--- config.mk ---
export PLATFORM = sky130hd
export DESIGN_NAME = round_robin_instance_table_top
export DESIGN_NICKNAME = d
export VERILOG_FILES = /design/src/sv/rrit_pkg.sv /design/src/sv/round_robin_instance_table_top.sv /design/src/sv/rrit_ram.sv
export SDC_FILE = /design/constraint.sdc
export NUM_CORES = 2
export LEC_CHECK = 0
export ABC_AREA = 1
export ABC_CLOCK_PERIOD_IN_PS = 8500
export BUFFER_PORTS_ARGS = -buffer_cell sky130_fd_sc_hd__buf_2
export CORE_MARGIN = 5
export CORE_UTILIZATION = 25
export DETAILED_ROUTE_END_ITERATION = 10
export PLACE_DENSITY = 0.5
export RECOVER_POWER = 25
export SLEW_MARGIN = 5
export SYNTH_ARGS = -nofsm -noshare
export SYNTH_HDL_FRONTEND = slang
export SYNTH_HIERARCHICAL = 1
export SYNTH_SLANG_ARGS = --single-unit
export TNS_END_PERCENT = 1
--- constraint.sdc ---
create_clock -name clk -period 8.5 [get_ports clk]
set_input_delay 0.85 -clock clk [delete_from_list [all_inputs] [get_ports clk]]
set_output_delay 0.85 -clock clk [all_outputs]
set_load 0.03 [all_outputs]
--- src/sv/rrit_pkg.sv ---
// Shared types, command and status codes, and sequencer states for the round-robin table.
package rrit_pkg;

  localparam int DEF_CAPACITY  = 16;
  localparam int DEF_KEY_BITS  = 32;
  localparam int DEF_ADDR_BITS = 32;

  localparam int FIELD_BITS = 32;
  localparam int WIDE_BITS  = 64;
  localparam int ROT_BITS   = 32;
  localparam int BIT_CNT_W  = $clog2(ROT_BITS);

  localparam logic [1:0] CMD_ADD    = 2'd0;
  localparam logic [1:0] CMD_REMOVE = 2'd1;
  localparam logic [1:0] CMD_NEXT   = 2'd2;

  localparam logic [1:0] STAT_OK        = 2'd0;
  localparam logic [1:0] STAT_NOT_FOUND = 2'd1;
  localparam logic [1:0] STAT_EMPTY     = 2'd2;
  localparam logic [1:0] STAT_FULL      = 2'd3;

  typedef struct packed {
    logic [1:0]            cmd;
    logic [FIELD_BITS-1:0] key_id;
    logic [FIELD_BITS-1:0] entry_address;
  } in_word_t;

  typedef struct packed {
    logic [1:0]            status;
    logic [FIELD_BITS-1:0] picked_id;
    logic [FIELD_BITS-1:0] picked_address;
  } out_word_t;

  typedef enum logic [3:0] {
    S_IDLE,
    S_ADD,
    S_SCAN_RD,
    S_SCAN_CMP,
    S_SHIFT_RD,
    S_SHIFT_WR,
    S_DROP,
    S_DIV,
    S_PICK_RD,
    S_PICK_DATA,
    S_FINISH
  } state_t;

endpackage

--- src/sv/round_robin_instance_table_top.sv ---
// Round-robin selector over a compacting table of id/address entries.
//
// Input channel (in_valid/in_ready/in_data) takes one command word: add an
// entry, remove the first entry with a matching id, or pick the next entry in
// rotation. Output channel (out_valid/out_ready/out_data) returns one word per
// command: status plus, for a successful pick, the entry's id and address.
// Commands run one at a time; in_ready is high only while the sequencer idles.
// Steps per command, counted from acceptance to the result register loading:
//   add: a write step (no write when full). unused code, or remove/next on an
//   empty table: straight to finish. remove: a read and a compare per entry
//   scanned, a read and a write per entry moved down, then a drop step on a hit.
//   next: the bit-serial remainder unit (one bit of the 32-bit rotation
//   counter per cycle), then the registered table read.
// The table sits in one RAM (registered read) shared by scan, shift and pick.
// Reset clears the entry count, rotation counter and output valid; table
// contents need no clearing since only slots below the count are read.
// A finished word waits in the output register while the next command is
// taken; the sequencer holds its result until that register frees up.
module round_robin_instance_table_top #(
  parameter int CAPACITY  = rrit_pkg::DEF_CAPACITY,
  parameter int KEY_BITS  = rrit_pkg::DEF_KEY_BITS,
  parameter int ADDR_BITS = rrit_pkg::DEF_ADDR_BITS
) (
  input  logic                clk,
  input  logic                rst,
  input  logic                in_valid,
  output logic                in_ready,
  input  rrit_pkg::in_word_t  in_data,
  output logic                out_valid,
  input  logic                out_ready,
  output rrit_pkg::out_word_t out_data
);

  localparam int CNT_W  = $clog2(CAPACITY + 1);
  localparam int IDX_W  = $clog2(CAPACITY);
  localparam int WORD_W = KEY_BITS + ADDR_BITS;

  rrit_pkg::state_t state, state_next;

  logic [CNT_W-1:0]              entry_count;
  logic [rrit_pkg::ROT_BITS-1:0] rotation_counter;

  logic [KEY_BITS-1:0]            key_reg;
  logic [ADDR_BITS-1:0]           addr_reg;
  logic [CNT_W-1:0]               scan_idx;
  logic [CNT_W-1:0]               rem;
  logic [rrit_pkg::ROT_BITS-1:0]  div_shift;
  logic [rrit_pkg::BIT_CNT_W-1:0] bit_cnt;
  rrit_pkg::out_word_t            res;

  logic              wr_en;
  logic [IDX_W-1:0]  wr_addr;
  logic [WORD_W-1:0] wr_data;
  logic [IDX_W-1:0]  rd_addr;
  logic [WORD_W-1:0] rd_data;

  logic [KEY_BITS-1:0]  rd_id;
  logic [ADDR_BITS-1:0] rd_address;
  logic [rrit_pkg::WIDE_BITS-1:0] key_wide, addr_wide, id_out_wide, addr_out_wide;

  logic             full;
  logic             match;
  logic [CNT_W-1:0] scan_inc;
  logic             scan_more;
  logic             shift_more;
  logic [CNT_W:0]   trial;
  logic             trial_ge;
  logic [CNT_W-1:0] rem_step;
  logic [CNT_W-1:0] count_dec;
  logic             out_free;

  rrit_ram #(
    .WIDTH (WORD_W),
    .DEPTH (CAPACITY)
  ) u_table (
    .clk     (clk),
    .wr_en   (wr_en),
    .wr_addr (wr_addr),
    .wr_data (wr_data),
    .rd_addr (rd_addr),
    .rd_data (rd_data)
  );

  assign key_wide      = rrit_pkg::WIDE_BITS'(in_data.key_id);
  assign addr_wide     = rrit_pkg::WIDE_BITS'(in_data.entry_address);
  assign rd_id         = rd_data[WORD_W-1:ADDR_BITS];
  assign rd_address    = rd_data[ADDR_BITS-1:0];
  assign id_out_wide   = rrit_pkg::WIDE_BITS'(rd_id);
  assign addr_out_wide = rrit_pkg::WIDE_BITS'(rd_address);

  assign full       = (entry_count == CNT_W'(CAPACITY));
  assign match      = (rd_id == key_reg);
  assign scan_inc   = scan_idx + 1'b1;
  assign scan_more  = (scan_inc < entry_count);
  assign shift_more = ({1'b0, scan_idx} + (CNT_W+1)'(2)) < {1'b0, entry_count};
  assign count_dec  = entry_count - 1'b1;
  assign out_free   = !out_valid || out_ready;

  // One restoring step of rotation_counter mod entry_count.
  assign trial    = {rem, div_shift[rrit_pkg::ROT_BITS-1]};
  assign trial_ge = (trial >= {1'b0, entry_count});
  assign rem_step = trial_ge ? CNT_W'(trial - {1'b0, entry_count}) : trial[CNT_W-1:0];

  assign in_ready = (state == rrit_pkg::S_IDLE) && !rst;

  always_ff @(posedge clk) begin
    if (rst) begin
      state <= rrit_pkg::S_IDLE;
    end else begin
      state <= state_next;
    end
  end

  always_comb begin
    state_next = state;
    wr_en      = 1'b0;
    wr_addr    = entry_count[IDX_W-1:0];
    wr_data    = {key_reg, addr_reg};
    rd_addr    = scan_idx[IDX_W-1:0];
    case (state)
      rrit_pkg::S_IDLE: begin
        if (in_valid) begin
          case (in_data.cmd)
            rrit_pkg::CMD_ADD:    state_next = rrit_pkg::S_ADD;
            rrit_pkg::CMD_REMOVE: state_next = (entry_count == '0) ? rrit_pkg::S_FINISH
                                                                   : rrit_pkg::S_SCAN_RD;
            rrit_pkg::CMD_NEXT:   state_next = (entry_count == '0) ? rrit_pkg::S_FINISH
                                                                   : rrit_pkg::S_DIV;
            default:              state_next = rrit_pkg::S_FINISH;
          endcase
        end
      end
      rrit_pkg::S_ADD: begin
        wr_en      = !full;
        state_next = rrit_pkg::S_FINISH;
      end
      rrit_pkg::S_SCAN_RD: begin
        state_next = rrit_pkg::S_SCAN_CMP;
      end
      rrit_pkg::S_SCAN_CMP: begin
        if (match) begin
          state_next = scan_more ? rrit_pkg::S_SHIFT_RD : rrit_pkg::S_DROP;
        end else begin
          state_next = scan_more ? rrit_pkg::S_SCAN_RD : rrit_pkg::S_FINISH;
        end
      end
      rrit_pkg::S_SHIFT_RD: begin
        rd_addr    = scan_inc[IDX_W-1:0];
        state_next = rrit_pkg::S_SHIFT_WR;
      end
      rrit_pkg::S_SHIFT_WR: begin
        // Move the entry above down into this slot.
        wr_en      = 1'b1;
        wr_addr    = scan_idx[IDX_W-1:0];
        wr_data    = rd_data;
        state_next = shift_more ? rrit_pkg::S_SHIFT_RD : rrit_pkg::S_DROP;
      end
      rrit_pkg::S_DROP: begin
        state_next = rrit_pkg::S_FINISH;
      end
      rrit_pkg::S_DIV: begin
        if (bit_cnt == '0) begin
          state_next = rrit_pkg::S_PICK_RD;
        end
      end
      rrit_pkg::S_PICK_RD: begin
        rd_addr    = rem[IDX_W-1:0];
        state_next = rrit_pkg::S_PICK_DATA;
      end
      rrit_pkg::S_PICK_DATA: begin
        state_next = rrit_pkg::S_FINISH;
      end
      rrit_pkg::S_FINISH: begin
        if (out_free) begin
          state_next = rrit_pkg::S_IDLE;
        end
      end
      default: begin
        state_next = rrit_pkg::S_IDLE;
      end
    endcase
  end

  // Control state: count, rotation counter, output valid.
  always_ff @(posedge clk) begin
    if (rst) begin
      entry_count      <= '0;
      rotation_counter <= '0;
      out_valid        <= 1'b0;
    end else begin
      if (state == rrit_pkg::S_FINISH && out_free) begin
        out_valid <= 1'b1;
      end else if (out_ready) begin
        out_valid <= 1'b0;
      end
      case (state)
        rrit_pkg::S_ADD: begin
          if (!full) begin
            entry_count <= entry_count + 1'b1;
          end
        end
        rrit_pkg::S_DROP: begin
          entry_count <= count_dec;
          if (rotation_counter >= rrit_pkg::ROT_BITS'(count_dec)) begin
            rotation_counter <= '0;
          end
        end
        rrit_pkg::S_PICK_DATA: begin
          rotation_counter <= rotation_counter + 1'b1;
        end
        default: begin
        end
      endcase
    end
  end

  // Working registers and the output word.
  always_ff @(posedge clk) begin
    case (state)
      rrit_pkg::S_IDLE: begin
        if (in_valid) begin
          key_reg            <= key_wide[KEY_BITS-1:0];
          addr_reg           <= addr_wide[ADDR_BITS-1:0];
          scan_idx           <= '0;
          rem                <= '0;
          div_shift          <= rotation_counter;
          bit_cnt            <= rrit_pkg::BIT_CNT_W'(rrit_pkg::ROT_BITS - 1);
          res.picked_id      <= '0;
          res.picked_address <= '0;
          if (entry_count == '0 && in_data.cmd == rrit_pkg::CMD_REMOVE) begin
            res.status <= rrit_pkg::STAT_NOT_FOUND;
          end else if (entry_count == '0 && in_data.cmd == rrit_pkg::CMD_NEXT) begin
            res.status <= rrit_pkg::STAT_EMPTY;
          end else begin
            res.status <= rrit_pkg::STAT_OK;
          end
        end
      end
      rrit_pkg::S_ADD: begin
        if (full) begin
          res.status <= rrit_pkg::STAT_FULL;
        end
      end
      rrit_pkg::S_SCAN_CMP: begin
        if (!match) begin
          scan_idx <= scan_inc;
          if (!scan_more) begin
            res.status <= rrit_pkg::STAT_NOT_FOUND;
          end
        end
      end
      rrit_pkg::S_SHIFT_WR: begin
        scan_idx <= scan_inc;
      end
      rrit_pkg::S_DIV: begin
        rem       <= rem_step;
        div_shift <= div_shift << 1;
        bit_cnt   <= bit_cnt - 1'b1;
      end
      rrit_pkg::S_PICK_DATA: begin
        res.picked_id      <= id_out_wide[rrit_pkg::FIELD_BITS-1:0];
        res.picked_address <= addr_out_wide[rrit_pkg::FIELD_BITS-1:0];
      end
      rrit_pkg::S_FINISH: begin
        if (out_free) begin
          out_data <= res;
        end
      end
      default: begin
      end
    endcase
  end

  a_count_bound: assert property (@(posedge clk) disable iff (rst)
    entry_count <= CNT_W'(CAPACITY))
    else $error("entry count exceeds capacity");

  a_busy_after_accept: assert property (@(posedge clk) disable iff (rst)
    in_valid && in_ready |=> !in_ready)
    else $error("took a second word while busy");

  a_write_source: assert property (@(posedge clk) disable iff (rst)
    wr_en |-> (state == rrit_pkg::S_ADD || state == rrit_pkg::S_SHIFT_WR))
    else $error("table write outside add or shift");

  a_rem_bound: assert property (@(posedge clk) disable iff (rst)
    state == rrit_pkg::S_DIV |-> (rem < entry_count))
    else $error("remainder not below entry count");

endmodule

--- src/sv/rrit_ram.sv ---
// Generic simple dual-port RAM with one write port and a registered read port.
module rrit_ram #(
  parameter int WIDTH = 64,
  parameter int DEPTH = 16
) (
  input  logic                     clk,
  input  logic                     wr_en,
  input  logic [$clog2(DEPTH)-1:0] wr_addr,
  input  logic [WIDTH-1:0]         wr_data,
  input  logic [$clog2(DEPTH)-1:0] rd_addr,
  output logic [WIDTH-1:0]         rd_data
);

  logic [WIDTH-1:0] mem [DEPTH];

  always_ff @(posedge clk) begin
    if (wr_en) begin
      mem[wr_addr] <= wr_data;
    end
    rd_data <= mem[rd_addr];
  end

endmodule
==> results.toml <==
[sta]
slew_viol_final = 170
setup-violations-final = 0
finalClockSkew_ps = 31.5
tns_ps = 0
period_needed_ps = 5240
slew_headroom = -1.44
period_share = 0.617
layout_setup_ws_ps = 3260
worstMarginPinSlew_ps = 3620
timing.final.hold_violations = 0
fmax_mhz = 191
rsz0062_at_grt = "false"

[worst_setup_path]
worst-setup-path-type = "reg -> reg"
cp.buffers_inverters = 5
crit_path_end_kind = "register"
cp.required_ps = 8890
critical-path-top-delay-family = "simple AND/OR/NAND/NOR gates"
cp_slowest_cell = "nor2_1"
path_common_cell = "buf_4"
worstPathCellList = "inv_1 -> nor2_1 -> inv_1 -> nor2_1 -> buf_4 -> o21ai_0 -> nand3b_1 -> nor2_4 -> buf_4 -> buf_4"
endpoint = "u_table/mem[6][21]$_DFFE_PP_"
reg2reg_from = "state[2]$_SDFFE_PP0P_"
worst-r2r-cell-count = 10
reg2reg_slack_ps = 3260
reg2reg_to = "u_table/mem[6][21]$_DFFE_PP_"
cp-start-kind = "register"
cp.arrival_ps = 5640
cp_max_fo = 27
cp_num_cells = 10
max_stage_delay_ps = 1020
worstSetupStartpoint = "state[2]$_SDFFE_PP0P_"

[cells_and_area]
regMostFlops = "u_table/mem"
fin_cells = 8856
nFillCells = 23800
multi_input_area_mm2 = 0.0131
drive_gt1_frac = 0.0694
synthToLayoutAreaGrowth_pct = 15.3
top_regs = "u_table/mem: 1024 flops, out_data: 66 flops, res: 66 flops"
largest_reg_flops = 1024
nNetsFinal = 5774
finalInstanceArea_mm2 = 0.0672
regArea_mm2 = 0.0402

[logic_synthesis]
netlist_top_cells_area = "edfxtp_1, nand2_1, nand3_1, inv_1, dfxtp_1"
synthSimpleGateAreaFrac = 0.193
synth_adder_area_share = 0.00571
synth_top_area_share = 0.653
synthMuxAreaShare = 0
synth_xor_area_frac = 0.00436
yosysWarnings = 6
synth_cell_types = 48
synth_compound_area_frac = 0.0199
synth_edf_count = 1267
synth_top_family_by_area = "simple AND/OR/NAND/NOR gates"
synth-seq-cells = 1373
syn_avg_cell_area_um2 = 10.6
synth_area_leader_cell = "edfxtp_1"
synthTopCellsByCount = "nand2_1, edfxtp_1, inv_1"
yosysMostFrequentCell = "nand2_1"
netlist_area_mm2 = 0.0583
syn_inst = 5509
syn-num-nets = 5605
seq_area_frac_synth = 0.689
async_flop_share = 0
synth_flop_cell = "edfxtp_1"

[global_route]
grt_usage = 0.127
grt_pass1_vias = 35800
antenna_found_initial = 6
grt-ovfl-total = 0
grt_start_max_net_pins = 232
grt_pass1_wl_um = 235000

[pwr]
power_density_mw_per_mm2 = 341
leakagePower_nw = 27.0
peakVddDrop_uv = 389
finalPower_mw = 22.9

[hold_path]
hold_class = "in -> reg"

[clock_network]
clk_pin_slew_ps = 60
htree_num_levels = 4
ctsResizeCount = 0
clk_latency_ps = 790
cts.sinks = 1373
clock-root-buffer = "clkbuf_16"
cts_tree = "done"
ctsLongestPathBuffers = 3
numCtsBuffers = 155
ctsHoldBuffers = 0
postCtsSetupBuffers = 0

[drt]
finalWirelength_um = 158000
drcViolationCount = 0
vias = 37800
routed_via_density = 4.26
post_drt_wl_per_cell_um = 17.9
drtPass1Iterations = 5
first_iter_violations = 3241
ant_nets = 0

[placed_design]
dp_cells = 8564
portBuffers = 137
dpl-instance-area_mm2 = 0.0624
place_ws_ps = 3990
gp_congestion = 0.783
post-dp-hpwl_um = 81900

[floorplan]
fp.coreArea_mm2 = 0.232
start_util = 0.251
die_w_um = 493
die_area_mm2 = 0.243
rows = 177
die_h_um = 493
io_pins = 138

[run_status]
violations = "capacitance limit, slew limit"
outcome = "finished with violations"

[job]
cap_violations = 5
## cells in the final DEF (no fill, tap or decap), drive strengths merged
cell type	count
clkinv	59
o2111ai	1
o31ai	1
diode	3
fa	1
a21o	2
dfxtp	106
edfxtp	1267
clkbuf	337
a21boi	2
o32ai	1
bufinv	9
o211ai	6
xnor2	18
clkinvlp	4
nand3b	4
nor2	165
xor2	11
inv	956
a211oi	3
nor4	2
nand3	823
or3	1
nor3b	1
nand4	13
and3	2
buf	132
nor3	22
o21a	1
ha	25
o21bai	3
a31oi	1
o21ai	142
o221ai	1
a21oi	54
nand2	1634
## worst min path at each step
stage	start	endpoint	slack [ps]	depth (start not counted)
final	in_data[11]	addr_reg[11]$_DFFE_PP_	230	1
after CTS	in_data[11]	addr_reg[11]$_DFFE_PP_	150	1
after floorplan	res[0]$_SDFFCE_PN0P_	out_data[0]$_DFFE_PP_	400	0
after detailed placement	res[28]$_SDFFCE_PN0P_	out_data[28]$_DFFE_PP_	400	0
after global routing	in_data[11]	addr_reg[11]$_DFFE_PP_	170	1
after global placement	res[52]$_SDFFCE_PN0P_	out_data[52]$_DFFE_PP_	410	0
## metrics by stage
stage                     hold slack [ps]   util
after floorplan                       400      -
after global placement                405  0.269
after detailed placement              405  0.269
after CTS                             154  0.290
after global routing                  171  0.289
final                                 232  0.289
## cells by family after synthesis
family / Yosys count
AO/OA/AOI/OAI: 218
XOR/XNOR: 29
adder cells (fa/ha/maj): 26
buffers and inverters: 1196
flip-flops: 1373
AND/OR/NAND/NOR: 2667
## layer usage
metal	part of all wire	GRT usage
met1	0.48	0.181
met2	0.45	0.198
met3	0.056	0.0259
met4	0.020	0.0316
met5	0.00016	0
## power by group
group / internal [mW] / switching [mW] / total, mW / leakage (nW)
clock network: 3.77 / 2.82 / 6.59 / 2.44
registers: 8.45 / 0.281 / 8.73 / 12.4
logic: 2.02 / 5.56 / 7.58 / 12.2
## layout make-up
cell class,count,share of cell area
antenna,3,0.000112
multi-input combinational,2940,0.196
tap,3043,0.0567
clock inverter,81,0.0124
timing repair buffer,261,0.0216
clock buffer,208,0.0622
inverter,947,0.0535
sequential,1373,0.598
No activity file was read; power rests on OpenSTA's default activity.
